<file path="src/hdl/ebm_pkg.sv">
// Shared types and constants for the extent block mapper.
`default_nettype none
package ebm_pkg;

  localparam int MAX_EXTENTS_DEF = 64;
  localparam int BLOCK_BITS_DEF  = 24;
  localparam int LENGTH_BITS_DEF = 8;

  localparam int COUNT_W      = 7;
  localparam int INDEX_W      = 6;
  localparam int BLOCK_CNT_W  = 16;
  localparam int RESULT_LIMIT = 64;

  localparam logic OP_LOAD      = 1'b0;
  localparam logic OP_TRANSLATE = 1'b1;

  localparam logic STATUS_OK   = 1'b0;
  localparam logic STATUS_MISS = 1'b1;

  typedef enum logic [2:0] {
    S_IDLE,
    S_FETCH,
    S_CHECK,
    S_CALC,
    S_EMIT
  } state_t;

endpackage
`default_nettype wire

</file>
<file path="src/hdl/extent_block_mapper.sv">
// Extent table and logical-to-disk block range translator.
//
// Load beats write one extent table entry. A translate beat is split into up to 64 disk
// runs; each run scans the extent table from entry 0 through a single read port, with a
// read state and then a subtract-and-compare state per entry examined, and then sizes
// and emits the run in a sizing state and an emit state. The block takes no new beat
// until the last result of a translate has been placed in the output register; that
// register lets the next beat in while the final result waits to be taken. A zero count
// or an empty table goes straight to the emit state and yields its single result.
`default_nettype none
module extent_block_mapper #(
  parameter int MAX_EXTENTS = ebm_pkg::MAX_EXTENTS_DEF,
  parameter int BLOCK_BITS  = ebm_pkg::BLOCK_BITS_DEF,
  parameter int LENGTH_BITS = ebm_pkg::LENGTH_BITS_DEF
) (
  input  logic                             clk,
  input  logic                             rst,
  input  logic                             cfg_valid,
  output logic                             cfg_ready,
  input  logic [ebm_pkg::COUNT_W-1:0]      cfg_data,
  input  logic                             item_valid,
  output logic                             item_ready,
  input  logic                             op,
  input  logic [ebm_pkg::INDEX_W-1:0]      entry_index,
  input  logic [BLOCK_BITS-1:0]            entry_file_block,
  input  logic [LENGTH_BITS-1:0]           entry_length,
  input  logic [BLOCK_BITS-1:0]            entry_disk_block,
  input  logic [BLOCK_BITS-1:0]            start_block,
  input  logic [ebm_pkg::BLOCK_CNT_W-1:0]  block_count,
  output logic                             result_valid,
  input  logic                             result_ready,
  output logic [BLOCK_BITS-1:0]            disk_block,
  output logic [LENGTH_BITS-1:0]           run_length,
  output logic                             status,
  output logic                             last
);
  import ebm_pkg::*;

  localparam int IDX_W = (MAX_EXTENTS > 1) ? $clog2(MAX_EXTENTS) : 1;
  localparam int LIM_W = $clog2(MAX_EXTENTS + 1);
  localparam int K_W   = $clog2(RESULT_LIMIT);
  localparam logic [K_W-1:0] K_MAX = K_W'(RESULT_LIMIT - 1);

  logic [BLOCK_BITS-1:0]  mem_start [MAX_EXTENTS];
  logic [LENGTH_BITS-1:0] mem_len   [MAX_EXTENTS];
  logic [BLOCK_BITS-1:0]  mem_disk  [MAX_EXTENTS];

  logic [BLOCK_BITS-1:0]  rd_start;
  logic [LENGTH_BITS-1:0] rd_len;
  logic [BLOCK_BITS-1:0]  rd_disk;

  state_t state, state_next;

  logic [COUNT_W-1:0]     extent_count;
  logic [BLOCK_BITS-1:0]  cur;
  logic [BLOCK_CNT_W-1:0] remaining;
  logic [IDX_W-1:0]       scan;
  logic [K_W-1:0]         res_count;
  logic [LENGTH_BITS-1:0] off;

  logic [BLOCK_BITS-1:0]  res_disk;
  logic [LENGTH_BITS-1:0] res_len;
  logic                   res_status;
  logic                   res_last;

  logic                   item_fire;
  logic                   load_fire;
  logic                   xlate_fire;
  logic                   emit_fire;
  logic [LIM_W-1:0]       limit;
  logic                   at_end;
  logic [BLOCK_BITS:0]    diff;
  logic                   hit;
  logic [LENGTH_BITS-1:0] avail;
  logic [LENGTH_BITS-1:0] run_n;
  logic [BLOCK_CNT_W-1:0] rem_next;

  assign cfg_ready  = 1'b1;
  assign item_ready = (state == S_IDLE);
  assign item_fire  = item_valid && item_ready;
  assign load_fire  = item_fire && (op == OP_LOAD) && (32'(entry_index) < MAX_EXTENTS);
  assign xlate_fire = item_fire && (op == OP_TRANSLATE);
  assign emit_fire  = (state == S_EMIT) && (!result_valid || result_ready);

  assign limit  = (32'(extent_count) > MAX_EXTENTS) ? LIM_W'(MAX_EXTENTS)
                                                    : LIM_W'(extent_count);
  assign at_end = ({1'b0, LIM_W'(scan)} + 1'b1) >= {1'b0, limit};

  assign diff = {1'b0, cur} - {1'b0, rd_start};
  assign hit  = !diff[BLOCK_BITS] && (diff[BLOCK_BITS-1:0] < rd_len);

  assign avail    = rd_len - off;
  assign run_n    = (remaining < BLOCK_CNT_W'(avail)) ? LENGTH_BITS'(remaining) : avail;
  assign rem_next = remaining - BLOCK_CNT_W'(run_n);

  always_ff @(posedge clk) begin
    if (load_fire) begin
      mem_start[IDX_W'(entry_index)] <= entry_file_block;
      mem_len[IDX_W'(entry_index)]   <= entry_length;
      mem_disk[IDX_W'(entry_index)]  <= entry_disk_block;
    end
  end

  always_ff @(posedge clk) begin
    if (state == S_FETCH) begin
      rd_start <= mem_start[scan];
      rd_len   <= mem_len[scan];
      rd_disk  <= mem_disk[scan];
    end
  end

  always_ff @(posedge clk) begin
    if (rst) begin
      state <= S_IDLE;
    end else begin
      state <= state_next;
    end
  end

  always_comb begin
    state_next = state;
    unique case (state)
      S_IDLE: begin
        if (xlate_fire) begin
          if (block_count == '0 || limit == '0) begin
            state_next = S_EMIT;
          end else begin
            state_next = S_FETCH;
          end
        end
      end
      S_FETCH: begin
        state_next = S_CHECK;
      end
      S_CHECK: begin
        if (hit) begin
          state_next = S_CALC;
        end else if (at_end) begin
          state_next = S_EMIT;
        end else begin
          state_next = S_FETCH;
        end
      end
      S_CALC: begin
        state_next = S_EMIT;
      end
      S_EMIT: begin
        if (emit_fire) begin
          state_next = res_last ? S_IDLE : S_FETCH;
        end
      end
      default: begin
        state_next = S_IDLE;
      end
    endcase
  end

  always_ff @(posedge clk) begin
    if (rst) begin
      extent_count <= '0;
    end else if (cfg_valid && cfg_ready) begin
      extent_count <= cfg_data;
    end
  end

  always_ff @(posedge clk) begin
    case (state)
      S_IDLE: begin
        if (xlate_fire) begin
          cur        <= start_block;
          remaining  <= block_count;
          scan       <= '0;
          res_count  <= '0;
          res_disk   <= '0;
          res_len    <= '0;
          res_status <= (block_count != '0) ? STATUS_MISS : STATUS_OK;
          res_last   <= 1'b1;
        end
      end
      S_CHECK: begin
        if (hit) begin
          off <= LENGTH_BITS'(diff[BLOCK_BITS-1:0]);
        end else if (at_end) begin
          res_disk   <= '0;
          res_len    <= '0;
          res_status <= STATUS_MISS;
          res_last   <= 1'b1;
        end else begin
          scan <= scan + 1'b1;
        end
      end
      S_CALC: begin
        res_disk   <= rd_disk + BLOCK_BITS'(off);
        res_len    <= run_n;
        res_status <= STATUS_OK;
        res_last   <= (rem_next == '0) || (res_count == K_MAX);
        remaining  <= rem_next;
        cur        <= cur + BLOCK_BITS'(run_n);
      end
      S_EMIT: begin
        if (emit_fire && !res_last) begin
          res_count <= res_count + 1'b1;
          scan      <= '0;
        end
      end
      default: begin
      end
    endcase
  end

  always_ff @(posedge clk) begin
    if (rst) begin
      result_valid <= 1'b0;
    end else if (emit_fire) begin
      result_valid <= 1'b1;
    end else if (result_ready) begin
      result_valid <= 1'b0;
    end
  end

  always_ff @(posedge clk) begin
    if (emit_fire) begin
      disk_block <= res_disk;
      run_length <= res_len;
      status     <= res_status;
      last       <= res_last;
    end
  end

  a_miss_ends: assert property (@(posedge clk) disable iff (rst)
    result_valid && status == STATUS_MISS |-> last && run_length == '0 && disk_block == '0)
    else $error("uncovered block result is not a final empty run");

  a_empty_is_last: assert property (@(posedge clk) disable iff (rst)
    result_valid && run_length == '0 |-> last)
    else $error("empty run is not the final result");

  a_limit_last: assert property (@(posedge clk) disable iff (rst)
    state == S_EMIT && res_count == K_MAX |-> res_last)
    else $error("result limit reached without last");

  a_offset_in_extent: assert property (@(posedge clk) disable iff (rst)
    state == S_CALC |-> off < rd_len && run_n != '0)
    else $error("run offset outside its extent");

  a_hit_sizes_run: assert property (@(posedge clk) disable iff (rst)
    state == S_CHECK && hit |=> state == S_CALC)
    else $error("covering extent not sized");

endmodule
`default_nettype wire
</file>
<file path="config.mk">
export PLATFORM = sky130hd
export DESIGN_NAME = extent_block_mapper
export DESIGN_NICKNAME = d
export VERILOG_FILES = /design/src/hdl/ebm_pkg.sv /design/src/hdl/extent_block_mapper.sv
export SDC_FILE = /design/constraint.sdc
export NUM_CORES = 2
export LEC_CHECK = 0
export BUFFER_PORTS_ARGS = -buffer_cell sky130_fd_sc_hd__buf_2
export CAP_MARGIN = 0
export CELL_PAD_IN_SITES_DETAIL_PLACEMENT = 0
export CELL_PAD_IN_SITES_GLOBAL_PLACEMENT = 1
export CORE_MARGIN = 1.5
export CORE_UTILIZATION = 45
export DETAILED_ROUTE_END_ITERATION = 16
export PLACE_DENSITY = 0.7
export RECOVER_POWER = 100
export SYNTH_ARGS = -nofsm -noshare
export SYNTH_HDL_FRONTEND = slang
export SYNTH_SLANG_ARGS = --single-unit
</file>
<file path="constraint.sdc">
create_clock -name clk -period 6.4 [get_ports clk]
set_clock_uncertainty 0.2 [all_clocks]
set_input_delay 0.96 -clock clk [delete_from_list [all_inputs] [get_ports clk]]
set_output_delay 0.96 -clock clk [all_outputs]
set_load 0.02 [all_outputs]
</file>
### Yosys cells after proc, flatten, opt, wreduce, memory -nomap -nowiden

Memory sizes are Yosys's and may differ from the RTL's. A register that Yosys moved wholly into a read port is not among the register bits.
Index checks and enable logic that the tools add are counted.

* $add $sub $neg: 8
* $mul: 0
* div/mod/pow operators: 0
* $lt $le $gt $ge: 4
* equality and inequality tests: 11
* shift-type cells: 0
* mux-type cells: 39
* bitwise gates (word level): 1
* reductions and logical operators: 28

Operator list (number)
* $mux W24: 4
* $pmux W24 S3: 1
* $add A24 B8 Y24: 2
* $pmux W24 S2: 1
* $logic_not A16 Y1: 2
* $mux W8: 4
* $pmux W16 S2: 1
* $mux W6: 5
* $sub A24 B24 Y25: 1
* $lt A24 B8 Y1: 1
* $pmux W8 S3: 1
* $pmux W6 S3: 1
* $lt A16 B8 Y1: 1
* $mux W16: 1
* $reduce_bool A16 Y1: 1
* $sub A16 B8 Y16: 1
* $mux W3: 5
* $pmux W3 S5: 1
* $add A6 B1 Y6 const B: 2
* $pmux W6 S2: 1
* $mux W1: 10
* $ne A2 B2 Y1 const B: 4
* $sub A8 B8 Y8: 1
* $add A6 B1 Y7 const B: 1
* other kinds (21): 38

* bits in registers: 139
* bits in latches: 0
* bits in writable memories: 3584
* memory bits (read-only): 0
* input bits: 115
* logic and storage cells: 110
* memories: 3

Memory list
* mem_disk: words 64, width 24, rd ports 1, clocked after Yosys merged registers in 1, wr ports 1, RTL line extent_block_mapper.sv:46 `logic [BLOCK_BITS-1:0] mem_disk [MAX_EXTENTS];`
* mem_start: words 64, width 24, rd ports 1, clocked after Yosys merged registers in 1, wr ports 1, RTL line extent_block_mapper.sv:44 `logic [BLOCK_BITS-1:0] mem_start [MAX_EXTENTS];`
* mem_len: words 64, width 8, rd ports 1, clocked after Yosys merged registers in 1, wr ports 1, RTL line extent_block_mapper.sv:45 `logic [LENGTH_BITS-1:0] mem_len [MAX_EXTENTS];`

### Logic depth before layout (Yosys ltp)

* word-level depth: 7
* mapped depth: 29
* depth with buffers taken out: 27

### Worst setup path before layout

Ideal clock, no wire load.

* kind: register -> register
* start: reg rd_len[0], read port of mem_len
* end: reg remaining[14] (data pin)
* library setup time: 267 ps
* arrival: 5924 ps
* required time: 5933 ps
* setup slack: 8 ps
* cell stages (with the launch flop): 28
* path through: edfxtp_1 > inv_1 > ha_1 > inv_1 > fa_1 > a21oi_1 > o21bai_1 > xnor2_1 > ha_1 > a21o_1 > a311oi_1 > o32a_1 > o21ai_4 > buf_2 > a21oi_1 > ha_1 > inv_1 > ha_1 > or2_2 > maj3_1 > maj3_1 > nand2_1 > a31o_2 > a222oi_1 > or2_2 > nor4_1 > xnor2_1 > o21ai_0

* cells in the longest elaborated chain, start to end: 5

Ends and longest elaborated chain
* start, declared: RTL line extent_block_mapper.sv:49 `logic [LENGTH_BITS-1:0] rd_len;`
* $sub A8 B8 Y8 *: RTL line extent_block_mapper.sv:92 `assign avail = rd_len - off;`
* $lt A16 B8 Y1: RTL line extent_block_mapper.sv:93 `assign run_n = (remaining < BLOCK_CNT_W'(avail)) ? LENGTH_BITS'(remaining) : avail;`
* $mux W8 *: RTL line extent_block_mapper.sv:93
* named net run_n[0]: RTL line extent_block_mapper.sv:75 `logic [LENGTH_BITS-1:0] run_n;`
* $sub A16 B8 Y16 *: RTL line extent_block_mapper.sv:94 `assign rem_next = remaining - BLOCK_CNT_W'(run_n);`
* $pmux W16 S2 *: RTL line extent_block_mapper.sv:167 `case (state)`
* end signal, assigned: RTL line extent_block_mapper.sv:171 `remaining <= block_count;`
* end signal, assigned: RTL line extent_block_mapper.sv:197 `remaining <= rem_next;`
* end, declared: RTL line extent_block_mapper.sv:56 `logic [BLOCK_CNT_W-1:0] remaining;`

The timed path passes the listed nets; every way through them passes the cells marked *.
A chain may end at the register's enable or synchronous reset.

### Worst setup path in the final report

Same ends and word-level chain as after synthesis.

==> impl_results.md <==
* Worst Hold Margin at 0.103 ns
* Worst reg2reg startpoint: rd_len[0]
* Critical Path RT at 6.79 ns
* CTS tree: yes
* IO buf count at 150
* Starting Density at 45.3%
* Area grow syn2layout at 13.4%
* Mapped Avg Cell Area at 23.5 um2
* CTS sink cnt at 3779
* Prevailing post-synth register cell: edfxtp_1
* Outcome: complete, but fails checks
* Post-CTS Hold Buffers at 0
* Fin. Hold Viols at 0
* Layout cells sized above 1 at 29.4%
* RR Endpoint: remaining[14]
* Worst hold start: cfg_data[4]
* Hold Path Stages at 3
* Fin util at 51.4%
* Leakage at 51.5 nW
* Share of the synthesized area in the top cell type at 77.0%
* Worst-Margin Slew at 3.97 ns
* Layout filler cell count at 24900
* CTS Buffer Depth at 4
* Hold Path End: extent_count[4]
* Setup violators final at 0
* Post-synthesis sequential area ratio at 77.1%
* Nets at 6925
* Post-DP HPWL at 215 mm
* Post-Syn Area at 147000 um2
* Final min period at 6.10 ns
* Final worst setup slack at 0.300 ns
* DP Area at 155000 um2
* Final std cells w/o fill at 11400
* DRC violations left at 0
* Worst-Skew Late Latency at 0.93 ns
* First-pass GRT wire length at 554 mm
* Critical Path AT at 6.49 ns
* Max-slew headroom at -165%
* Synth area leader: edfxtp_1
* Gr ovfl total at 0
* Clk slew on worst S/H paths at 0.06 ns
* DR vias/cell at 6.30
* Most frequent cell after synthesis: edfxtp_1
* Top cells by area, synth: edfxtp_1 77%, mux4_2 18%, ha_1 0.58%
* Cts bufs inserted at 374
* Synth cell count leaders: 3768 x edfxtp_1, 1152 x mux4_2, 186 x clkbuf_1, 158 x nor2_1, 134 x nand2_1
* Crit Path Category: reg -> reg
* Via count at 71700
* Routed wire per std cell at 35.0 um
* Total power at 54.1 mW
* Worst setup SP type: register
* Design area at 167000 um2
* Placed cell count at 10700
* Slew Viols, Final at 4256
* Initial antenna violation count at 39
* CTS HTree Levels at 5
* Die ar. at 330000 um2
* Antenna Nets Post-Route at 0
* Final period utilization at 95.3%
* Die W at 575 um
* Clk root buf: clkbuf_16
* Post-Place Setup Slack at 0.0268 ns
* Routability congestion estimate at 0.807
* Die Y at 575 um
* Synth Instances at 6261
* Num rows at 209
* I/O pin count at 152
* Yosys warns at 0
* RSZ-0062 raised after global routing: yes
* Max-Cap Viols at 79
* Post-Syn Nets at 6448
* Fin Setup TNS at 0 ns
* Floorplan core area at 325000 um2
* F_max at 164 MHz
* Gr usage total at 24.0%
* DRT Wirelength at 398 mm
* Length in cells of the worst reg-to-reg path at 26
* First-pass DRT Iterations at 7
* Netlist cell types at 81
* Worst Path Max Fanout at 4
* Pin count of the biggest net entering global routing at 116
* Vias in the first global route at 70300
* Number of synthesized flops with an enable pin at 3768
* Count of state elements after synthesis at 3779
* Max IR drop VDD at 0.000296 V
* Async SR Flop Fraction at 0%
* Number of DRC markers in iteration 0 at 9505
* Slack of the worst reg-to-reg path at 0.30 ns
* Crit end category: register
* P per Cell Area at 325 nW/um2
* Failing checks: max-capacitance violations, max-slew violations
* Min-delay worst type: in -> reg
## flip-flops by register name, indices dropped and copies added (netlist names), 8 cells and up
| signal | cells |
|---|---|
| disk_block | 24 |
| run_length | 8 |
| rd_len | 8 |
| off | 8 |
| cur | 24 |
| rd_start | 24 |
| res_disk | 24 |
| res_len | 8 |
| mem_len | 512 |
| rd_disk | 24 |
| remaining | 16 |
| mem_disk | 1536 |
| mem_start | 1536 |
## what timing repair did
item / CTS / global route
setup buffers: 0 / 1
endpoints found under the setup margin: 0 / 4
gates resized for setup: 0 / 6
## critical path: stages (launching register included)
cell and delay [ns]:
edfxtp_1 0.41, inv_1 0.08, ha_1 0.17, inv_1 0.06, fa_1 0.41, a21oi_2 0.19
o21bai_1 0.09, xnor2_1 0.22, ha_1 0.28, a21o_1 0.21, a311oi_2 0.28, o32a_1 0.28
o21ai_4 0.08, a21oi_2 0.16, ha_1 0.17, inv_1 0.06, ha_1 0.20, or2_2 0.32
maj3_1 0.38, maj3_1 0.38, nand2_1 0.12, a31o_2 0.18, a222oi_1 0.16, or2_4 0.31
nor4_2 0.16, xnor2_1 0.15, o21ai_0 0.09
## worst max-delay path by stage
stage / cells after the start / endpoint / from
2_1_floorplan: 27 / remaining[14] / rd_len[0]
3_3_place_gp: 26 / remaining[14] / rd_len[0]
3_5_place_dp: 26 / remaining[14] / rd_len[0]
4_1_cts: 26 / remaining[14] / rd_len[0]
5_1_grt: 28 / res_last / rd_len[0]
6_report: 26 / remaining[14] / rd_len[0]
## cell usage in the layout (no fill, tap or decap), types with 9 or more instances in the layout
master and count:
clkinv_1 86, ha_1 68, buf_12 54, nand3_1 29, nor2_4 52, edfxtp_1 3768
diode_2 15, mux4_2 1152, dfxtp_1 11, o21ai_1 11, inv_1 85, buf_4 171
buf_2 57, mux2i_1 34, nor2b_1 32, inv_6 15, bufinv_16 32, clkinvlp_4 18
o211ai_1 9, a21o_1 17, and3_1 11, clkbuf_1 174, o21ai_0 97, xnor2_1 52
nand4_1 10, mux2_2 27, or3_1 11, nor2_1 107, a21oi_1 39, xor2_1 28
nand2_1 134, clkbuf_16 382, nand2b_1 17, nor3_1 23, clkinv_2 71
## cells by family after synthesis
group                    Yosys count  synth area share, %
AND/OR/NAND/NOR                  469                 1.50
multiplexers                    1214                 18.1
XOR/XNOR                          81                0.492
flip-flops                      3779                 77.1
AO/OA/AOI/OAI                    257                 1.13
adder cells (fa/ha/maj)           78                0.674
buffers and inverters            382                0.983
other                              1              0.00255
## layout make-up
cell class / count / area, um2 / share of cell area [%]
clock inverter: 230 / 2040 / 1.22
inverter: 85 / 319 / 0.191
antenna: 15 / 37.5 / 0.0225
multi-input combinational: 2100 / 32600 / 19.6
sequential: 3779 / 113000 / 68.0
timing repair buffer: 398 / 3090 / 1.86
tap: 4325 / 5410 / 3.25
clock buffer: 446 / 9800 / 5.88
## metal layers
metal | track usage [%] | part of all wire (%) | vias to the layer above
met5 | 0 | 0.030 | -
met1 | 35.5 | 40 | 39200
met4 | 6.46 | 2.9 | 18
met2 | 36.6 | 46 | 4034
met3 | 4.65 | 10 | 664
li1 | - | - | 27800
## report_power, final
group	internal [mW]	switching (mW)	total, mW	leakage [nW]
clock	12.2	9.25	21.5	5.77
sequential	27.5	0.120	27.6	34.0
combinational	2.23	2.82	5.05	11.7
Power figures use the tool's default switching activity.
